File: src/spmr_pkg.sv
// ----------------------------------------------------------------------------
// spmr_pkg: shared types and constants of the shuffled Park-Miller generator
// Widths of the generator word, the shuffle table geometry and the table
// write port shared by the core and its memory.
// ----------------------------------------------------------------------------
`default_nettype none

package spmr_pkg;

	// Generator word: values lie in 1 .. 2^31-1.
	localparam int VAL_W = 31;
	localparam int MUL_W = 15;
	localparam int PROD_W = VAL_W + MUL_W;

	localparam logic [MUL_W-1:0] PM_MUL = MUL_W'(16807);
	localparam logic [VAL_W-1:0] PM_MOD = VAL_W'(2147483647);

	// The shuffle table depth is a power of two, so the slot is the low bits
	// of the selector.
	localparam int TABLE_DEPTH = 32;
	localparam int IDX_W = $clog2(TABLE_DEPTH);

	// A reseed runs eight steps beyond the table depth.
	localparam int WARMUP_STEPS = TABLE_DEPTH + 8;
	localparam int CNT_W = $clog2(WARMUP_STEPS);

	localparam int DATA_W = 32;
	localparam int SPAN_W = DATA_W + 1;

	localparam logic [VAL_W-1:0] RESET_SEED = VAL_W'(1);

	typedef logic [VAL_W-1:0] val_t;
	typedef logic [IDX_W-1:0] idx_t;

	typedef struct packed {
		logic en;
		idx_t addr;
		val_t data;
	} tbl_wr_t;

endpackage

`default_nettype wire

File: src/spmr_table.sv
// ----------------------------------------------------------------------------
// spmr_table: shuffle table memory
// Synchronous RAM with one write port and one registered read port.
// ----------------------------------------------------------------------------
`default_nettype none

module spmr_table (
	input  wire logic             clk,
	input  wire spmr_pkg::tbl_wr_t wr,
	input  wire logic             rd_en,
	input  wire spmr_pkg::idx_t   rd_addr,
	output spmr_pkg::val_t        rd_data
);

	spmr_pkg::val_t mem [spmr_pkg::TABLE_DEPTH];
	spmr_pkg::val_t rd_data_q;

	always_ff @(posedge clk) begin
		if (wr.en) begin
			mem[wr.addr] <= wr.data;
		end
		if (rd_en) begin
			rd_data_q <= mem[rd_addr];
		end
	end

	assign rd_data = rd_data_q;

endmodule

`default_nettype wire

File: src/spmr_step.sv
// ----------------------------------------------------------------------------
// spmr_step: one minimal standard generator step
// Multiplies by 16807 in the first stage and folds the product modulo
// 2^31-1 in the second; done rises together with the registered result.
// ----------------------------------------------------------------------------
`default_nettype none

module spmr_step (
	input  wire logic           clk,
	input  wire logic           arst_n,
	input  wire logic           start,
	input  wire spmr_pkg::val_t x,
	output logic                done,
	output spmr_pkg::val_t      result
);

	logic [spmr_pkg::PROD_W-1:0] product_s1;
	logic                        v_s1;
	logic                        v_s2;
	spmr_pkg::val_t              fold_s2;
	logic [spmr_pkg::VAL_W:0]    sum;
	logic [spmr_pkg::VAL_W:0]    wrap;
	spmr_pkg::val_t              fold;

	always_ff @(posedge clk or negedge arst_n) begin
		if (!arst_n) begin
			v_s1 <= 1'b0;
			v_s2 <= 1'b0;
		end else begin
			v_s1 <= start;
			v_s2 <= v_s1;
		end
	end

	// Since 2^31 is congruent to 1, the high part of the product adds to the low part.
	// A zero sum only arises from a zero product and maps to the modulus, as does
	// a seed equal to the modulus.
	always_comb begin
		sum = {{(spmr_pkg::VAL_W + 1 - spmr_pkg::MUL_W){1'b0}},
			product_s1[spmr_pkg::PROD_W-1 -: spmr_pkg::MUL_W]}
			+ {1'b0, product_s1[spmr_pkg::VAL_W-1:0]};
		wrap = sum - {1'b0, spmr_pkg::PM_MOD};
		if (sum == '0) begin
			fold = spmr_pkg::PM_MOD;
		end else if (sum > {1'b0, spmr_pkg::PM_MOD}) begin
			fold = wrap[spmr_pkg::VAL_W-1:0];
		end else begin
			fold = sum[spmr_pkg::VAL_W-1:0];
		end
	end

	always_ff @(posedge clk) begin
		product_s1 <= spmr_pkg::PROD_W'(x) * spmr_pkg::PROD_W'(spmr_pkg::PM_MUL);
		fold_s2 <= fold;
	end

	assign done = v_s2;
	assign result = fold_s2;

endmodule

`default_nettype wire

File: src/spmr_divider.sv
// ----------------------------------------------------------------------------
// spmr_divider: bit-serial remainder unit
// Restoring division of a 31-bit entry by a span of up to 2^32, one bit a
// cycle; done pulses with the remainder once the last dividend bit is in.
// ----------------------------------------------------------------------------
`default_nettype none

module spmr_divider (
	input  wire logic                         clk,
	input  wire logic                         arst_n,
	input  wire logic                         start,
	input  wire spmr_pkg::val_t               dividend,
	input  wire logic [spmr_pkg::SPAN_W-1:0]  divisor,
	output logic                              done,
	output spmr_pkg::val_t                    remainder
);

	localparam int BIT_CNT_W = $clog2(spmr_pkg::VAL_W);
	localparam logic [BIT_CNT_W-1:0] LAST_BIT = BIT_CNT_W'(spmr_pkg::VAL_W - 1);

	logic                        run_q;
	logic                        done_q;
	logic [BIT_CNT_W-1:0]        cnt_q;
	spmr_pkg::val_t              dvd_q;
	spmr_pkg::val_t              rem_q;
	logic [spmr_pkg::SPAN_W-1:0] dsr_q;
	logic [spmr_pkg::VAL_W:0]    trial;
	logic [spmr_pkg::VAL_W:0]    diff;
	spmr_pkg::val_t              rem_d;

	// The partial remainder never exceeds the dividend prefix, so it stays
	// below 2^31 and the trial value has a clear top bit.
	always_comb begin
		trial = {rem_q, dvd_q[spmr_pkg::VAL_W-1]};
		diff = trial - dsr_q[spmr_pkg::VAL_W:0];
		if ({1'b0, trial} >= dsr_q) begin
			rem_d = diff[spmr_pkg::VAL_W-1:0];
		end else begin
			rem_d = trial[spmr_pkg::VAL_W-1:0];
		end
	end

	always_ff @(posedge clk or negedge arst_n) begin
		if (!arst_n) begin
			run_q <= 1'b0;
			done_q <= 1'b0;
			cnt_q <= '0;
		end else begin
			done_q <= 1'b0;
			if (start) begin
				run_q <= 1'b1;
				cnt_q <= '0;
			end else if (run_q) begin
				cnt_q <= cnt_q + 1'b1;
				if (cnt_q == LAST_BIT) begin
					run_q <= 1'b0;
					done_q <= 1'b1;
				end
			end
		end
	end

	always_ff @(posedge clk) begin
		if (start) begin
			dvd_q <= dividend;
			dsr_q <= divisor;
			rem_q <= '0;
		end else if (run_q) begin
			dvd_q <= {dvd_q[spmr_pkg::VAL_W-2:0], 1'b0};
			rem_q <= rem_d;
		end
	end

	assign done = done_q;
	assign remainder = rem_q;

endmodule

`default_nettype wire

File: src/shuffled_park_miller_rng_core.sv
// ----------------------------------------------------------------------------
// shuffled_park_miller_rng_core: shuffled minimal standard random generator
// Park-Miller generator behind a shuffle table, with range reduction.
// ----------------------------------------------------------------------------
// Usage:
//   A word is taken at a rising edge where start is high and busy is low.
//   req_type 1 reseeds: seed (zero acts as one) runs 40 generator steps and
//   the last 32 fill the shuffle table; no result word follows. A reseed
//   keeps busy high while its steps run one after another in the shared step unit.
//   req_type 0 draws: the generator advances, the new value replaces the
//   table slot picked by the last entry read, and the old entry, reduced modulo
//   range_high - range_low + 1 and offset by range_low, is the result.
//   Reversed bounds return range_low with clamped set once the generator
//   step is done. Otherwise the serial remainder unit sets the rate: valid
//   pulses in the same cycle in which busy first lets the next word in.
//   valid marks a result for exactly one cycle; the receiver cannot stall.
//   After reset the block runs the reseed sequence with seed 1, which fills
//   the table; busy stays high until that sequence ends.
//   Only one word is in flight, so table reads and writes never overlap.
// ----------------------------------------------------------------------------
`default_nettype none

module shuffled_park_miller_rng_core (
	input  wire logic        clk,
	input  wire logic        arst_n,
	input  wire logic        start,
	output logic             busy,
	input  wire logic        req_type,
	input  wire logic signed [31:0] range_low,
	input  wire logic signed [31:0] range_high,
	input  wire logic [30:0] seed,
	output logic             valid,
	output logic signed [31:0] random_value,
	output logic             clamped
);

	typedef enum logic [2:0] {
		ST_SEED_GO,
		ST_SEED_WAIT,
		ST_IDLE,
		ST_DRAW_WAIT,
		ST_DIV
	} state_t;

	state_t                                state_q;
	spmr_pkg::val_t                        x_q;
	logic [spmr_pkg::CNT_W-1:0]            cnt_q;
	logic                                  valid_q;
	logic [spmr_pkg::DATA_W-1:0]           random_value_q;
	logic                                  clamped_q;

	spmr_pkg::val_t                        gen_q;
	spmr_pkg::val_t                        sel_q;
	logic [spmr_pkg::DATA_W-1:0]           lo_q;
	logic [spmr_pkg::SPAN_W-1:0]           span_q;
	logic                                  rev_q;
	spmr_pkg::idx_t                        slot_q;

	logic                                  accept;
	logic                                  draw_go;
	logic                                  step_go;
	spmr_pkg::val_t                        step_x;
	logic                                  step_done;
	spmr_pkg::val_t                        step_val;
	spmr_pkg::tbl_wr_t                     tbl_wr;
	spmr_pkg::val_t                        tbl_rd_data;
	logic                                  div_go;
	logic                                  div_done;
	spmr_pkg::val_t                        div_rem;
	logic [spmr_pkg::SPAN_W-1:0]           span_d;

	assign busy = (state_q != ST_IDLE);
	assign accept = start && !busy;
	assign draw_go = accept && !req_type;

	assign step_go = (state_q == ST_SEED_GO) || draw_go;
	assign step_x = (state_q == ST_IDLE) ? gen_q : x_q;

	assign div_go = (state_q == ST_DRAW_WAIT) && step_done && !rev_q;

	assign span_d = {range_high[31], range_high} - {range_low[31], range_low}
		+ spmr_pkg::SPAN_W'(1);

	// Seeding writes the table from the top slot down; a draw writes back
	// into the slot that it read.
	always_comb begin
		tbl_wr.en = 1'b0;
		tbl_wr.addr = slot_q;
		tbl_wr.data = step_val;
		if (state_q == ST_SEED_WAIT) begin
			tbl_wr.addr = cnt_q[spmr_pkg::IDX_W-1:0];
			tbl_wr.en = step_done && (cnt_q < spmr_pkg::CNT_W'(spmr_pkg::TABLE_DEPTH));
		end else if (state_q == ST_DRAW_WAIT) begin
			tbl_wr.en = step_done;
		end
	end

	spmr_step u_step (
		.clk    (clk),
		.arst_n (arst_n),
		.start  (step_go),
		.x      (step_x),
		.done   (step_done),
		.result (step_val)
	);

	spmr_table u_table (
		.clk     (clk),
		.wr      (tbl_wr),
		.rd_en   (draw_go),
		.rd_addr (sel_q[spmr_pkg::IDX_W-1:0]),
		.rd_data (tbl_rd_data)
	);

	spmr_divider u_div (
		.clk       (clk),
		.arst_n    (arst_n),
		.start     (div_go),
		.dividend  (tbl_rd_data),
		.divisor   (span_q),
		.done      (div_done),
		.remainder (div_rem)
	);

	always_ff @(posedge clk or negedge arst_n) begin
		if (!arst_n) begin
			state_q <= ST_SEED_GO;
			x_q <= spmr_pkg::RESET_SEED;
			cnt_q <= spmr_pkg::CNT_W'(spmr_pkg::WARMUP_STEPS - 1);
			valid_q <= 1'b0;
			random_value_q <= '0;
			clamped_q <= 1'b0;
		end else begin
			valid_q <= 1'b0;
			unique case (state_q)
				ST_SEED_GO: begin
					state_q <= ST_SEED_WAIT;
				end
				ST_SEED_WAIT: begin
					if (step_done) begin
						x_q <= step_val;
						if (cnt_q == '0) begin
							state_q <= ST_IDLE;
						end else begin
							cnt_q <= cnt_q - 1'b1;
							state_q <= ST_SEED_GO;
						end
					end
				end
				ST_IDLE: begin
					if (accept) begin
						if (req_type) begin
							x_q <= (seed == '0) ? spmr_pkg::RESET_SEED : seed;
							cnt_q <= spmr_pkg::CNT_W'(spmr_pkg::WARMUP_STEPS - 1);
							state_q <= ST_SEED_GO;
						end else begin
							state_q <= ST_DRAW_WAIT;
						end
					end
				end
				ST_DRAW_WAIT: begin
					if (step_done) begin
						if (rev_q) begin
							random_value_q <= lo_q;
							clamped_q <= 1'b1;
							valid_q <= 1'b1;
							state_q <= ST_IDLE;
						end else begin
							state_q <= ST_DIV;
						end
					end
				end
				ST_DIV: begin
					if (div_done) begin
						random_value_q <= lo_q + {1'b0, div_rem};
						clamped_q <= 1'b0;
						valid_q <= 1'b1;
						state_q <= ST_IDLE;
					end
				end
				default: begin
					state_q <= ST_IDLE;
				end
			endcase
		end
	end

	// Generator state and draw operands. The seeding sequence leaves its last
	// value in both the generator and the selector.
	always_ff @(posedge clk) begin
		if ((state_q == ST_SEED_WAIT) && step_done && (cnt_q == '0)) begin
			gen_q <= step_val;
			sel_q <= step_val;
		end
		if ((state_q == ST_DRAW_WAIT) && step_done) begin
			gen_q <= step_val;
			sel_q <= tbl_rd_data;
		end
		if (draw_go) begin
			lo_q <= range_low;
			span_q <= span_d;
			rev_q <= (range_low > range_high);
			slot_q <= sel_q[spmr_pkg::IDX_W-1:0];
		end
	end

	assign valid = valid_q;
	assign random_value = random_value_q;
	assign clamped = clamped_q;

endmodule

`default_nettype wire

File: config.mk
export PLATFORM = sky130hd
export DESIGN_NAME = shuffled_park_miller_rng_core
export DESIGN_NICKNAME = d
export VERILOG_FILES = /design/src/spmr_pkg.sv /design/src/spmr_table.sv /design/src/spmr_step.sv /design/src/spmr_divider.sv /design/src/shuffled_park_miller_rng_core.sv
export SDC_FILE = /design/constraint.sdc
export NUM_CORES = 2
export LEC_CHECK = 0
export ABC_AREA = 1
export BUFFER_PORTS_ARGS = -buffer_cell sky130_fd_sc_hd__buf_2
export CAP_MARGIN = 25
export CELL_PAD_IN_SITES_DETAIL_PLACEMENT = 2
export CELL_PAD_IN_SITES_GLOBAL_PLACEMENT = 2
export CORE_MARGIN = 1.5
export CORE_UTILIZATION = 30
export CTS_CLUSTER_DIAMETER = 40
export DETAILED_ROUTE_END_ITERATION = 10
export PLACE_DENSITY_LB_ADDON = 0.08
export SYNTH_ARGS = -nofsm -noshare
export SYNTH_HDL_FRONTEND = slang
export SYNTH_HIERARCHICAL = 1
export SYNTH_SLANG_ARGS = --single-unit
File: constraint.sdc
create_clock -name clk -period 8.1 [get_ports clk]
set_clock_uncertainty 0.15 [all_clocks]
set_input_delay 2.43 -clock clk [delete_from_list [all_inputs] [get_ports clk]]
set_output_delay 2.43 -clock clk [all_outputs]
set_load 0.005 [all_outputs]
==> metrics.txt <==
number of cells after detailed placement=10990; via total after detailed routing=about 57000; top-count cell post-synth=nand2_1; synthesized netlist cell count=7813; number of non-filler instances in the completed layout=roughly 12000; global-route usage over all layers=a little under a quarter; die area=between 200000 and 250000 sq um; count of flip-flops with a built-in enable after synthesis=between 1000 and 1500; remaining routing DRC violations=0; biggest cell delay along the critical path=around 0.55 ns; Most Frequent Cell on Critical Path=inv_1; Fin Setup TNS=0 ns; fraction of final layout cells sized beyond drive strength 1=10.80%; min-delay worst type=flip-flop to flip-flop; latest clock arrival within the worst-skew pair=roughly 0.93 ns; Data arrival, critical path=7.72 ns; HPWL after DPL=between 150000 and 200000 um; Fin Hold WS=approximately 0.22 ns; die outline width=497.2 um; number of buffers inserted by post-CTS setup repair=0; minimum setup slack after placement=a little over 1 ns; largest net degree at the start of global routing=140; pins over their slew limit=0; number of register bits inferred by synthesis=between 1000 and 1500; Data required, critical path=8.78 ns; clock tree from TritonCTS=done; CP endpoint kind=flip-flop; Yosys top cell by area=edfxtp_1; Post-synth ARST share=around 6.0%; Bufs on Longest Clock Path=4; Starting Density=around 30%; crit path launch type=flip-flop; clock root buffer=clkbuf_16; average footprint of a synthesized cell=9.377 sq um; synthesized netlist net count=8412; post-detailed-routing wire length=between 200000 and 300000 um; P&R area growth vs syn=20.13%; ports placed on the boundary=134; clock-pin slew on the worst setup and hold paths=about 0.05 ns; final net count=slightly below 9000; post-synth cell types=55; critical path fanouts, max=16; main flop type after synthesis=edfxtp_1; H-tree Lvls=5; GRT overflow=0; part of the cycle the worst path needs=around 87%; unrepaired setup endpoints after global routing=no; standard cell with the maximum stage delay on the critical path=fa_1; routed wire length on met2=roughly 140000 um; routed len/inst=about 25 um; end-of-flow core utilization=between 30% and 40%; clock sink count=1385; final critical-path setup slack=approximately 1.1 ns; met1 routed wirelength after detailed routing=roughly 130000 um; number of vias per cell=a little under 5; IO buf count=about 130; Yosys top cell area share=between 40% and 50%; final antenna-violating net count=0; status=completed; post_cts resized=0; reported leakage power=roughly 0.038 uW; FF-to-FF path depth=29; number of buffers created by CTS=around 300; Peak supply drop=~0.17 mV; min cycle time layout=between 7 and 8 ns; met3 wire len=approximately 8500 um; Max-cap violations=0; most numerous cell types in the synthesized netlist=nand2_1 (2700), edfxtp_1 (1194), nand3_1 (973); remaining max-slew budget at the tightest pin=between 30 and 40%; Tightest Pin Transition=approximately 1.0 ns; final setup fails=0; critical path class=flip-flop to flip-flop; number of optimization iterations in the first detailed-route pass=5; final count of hold timing violations=0; ranking of synthesized cells by area=edfxtp_1 (49%), nand2_1 (14%), nand3_1 (6.6%); netlist area before placement=73270 sq um; antenna violations before repair=20; row count=approximately 180; highest signal layer in the routed design=met5; height of the die=around 500 um; count of synthesis-stage warnings from yosys=6; Core ar.=around 240000 sq um; timing-limited maximum frequency=between 0.1 and 0.15 GHz; first-pass GRT wire length=418900 um; GP Congestion=0.8610; number of cells traversed by the worst hold path=0; initial DRC count=about 2600; hold-fix buffers at CTS=0; areal power density over the cells=232.3 nW/um^2; share of synthesized area occupied by flip-flops and latches=54.73%; number of global-route vias before repair=62523
## per-stage QoR
stage | cell area (sq um) | power, uW
after floorplan | 73270 | 8004
after global placement | 77760 | 8178
after detailed placement | 77790 | 8185
after CTS | 87920 | 20730
after global routing | 87990 | 21060
final | 88020 | 20450
## kinds of logic after synthesis
group                    share of synthesized area (%)
AO/OA/AOI/OAI                                    3.347
adder cells (fa/ha/maj)                          9.943
flip-flops                                       54.73
AND/OR/NAND/NOR                                  24.10
multiplexers                                   0.06148
buffers and inverters                            6.727
XOR/XNOR                                         1.088
## final timing paths
kind                                              end   startpoint  slack (ns)
min in group asynchronous                      x_q[7]       arst_n        1.35
worst max register to register  u_step/product_s1[45]   state_q[0]        1.06
worst min register to register            u_step/done  u_step/v_s1        0.22
max in group asynchronous             random_value[6]       arst_n        5.08
worst max-delay path            u_step/product_s1[45]   state_q[0]        1.06
worst min-delay path                      u_step/done  u_step/v_s1        0.22
## placed cells by master (no fill, tap or decap), types with 13 or more instances in the layout
cell and count:
nand2_1 2700, edfxtp_1 1194, nand3_1 973, inv_1 902, ha_1 363, nor2_1 316, clkbuf_16 309, a21oi_1 182
fa_1 137, buf_2 132, dfxtp_1 104, buf_4 103, o21ai_0 96, dfrtp_1 78, xor2_1 67, nand4_1 49
nor2_4 43, clkinv_2 39, bufinv_16 39, nand2_2 31, a21oi_2 31, clkbuf_1 31, nand3b_1 28, clkinv_1 28
nor3_1 25, xnor2_1 24, inv_6 24, clkinv_4 24, clkinvlp_4 23, o21ai_1 22, inv_2 18, diode_2 16
a31oi_1 16, a21o_1 14, nor4_1 13
## final cells by class
cell class | count | area (sq um)
Antenna cell | 16 | 40.04
Clock inverter | 185 | 2190
Sequential cell | 1385 | 40100
Multi-Input combinational cell | 5231 | 28520
Tap cell | 3202 | 4006
Inverter | 925 | 3493
Clock buffer | 347 | 7945
Fill cell | 26287 | 155000
Timing Repair Buffer | 250 | 1718
## where the power goes
part | internal (uW) | leakage [uW] | switching, uW | total [uW]
clock | 8280 | 0.00492 | 4130 | 12400
sequential | 7670 | 0.0127 | 0 | 7670
combinational | 113 | 0.0204 | 261 | 374
## critical path: cells and delay by family, from the launching register on
kind	cells	cell delay, ns
adder cells (fa/ha/maj)	7	3.28
buffers and inverters	11	1.25
AND/OR/NAND/NOR	10	1.74
flip-flops	1	0.43
AO/OA/AOI/OAI	1	0.09
## state kept, by name, indices dropped and copies added (netlist names), 32 cells and up
register	flops
random_value	32
span_q	33
lo_q	32
u_table/mem	992
u_div/dsr_q	33
u_step/product_s1	46
## routing by layer
metal	GRT usage (%)	up-vias
li1	-	26394
met1	29.26	29325
met2	40.04	828
met3	2.605	422
met4	6.781	2
met5	0	-
Note: power is estimated with default switching activity, not from simulation.
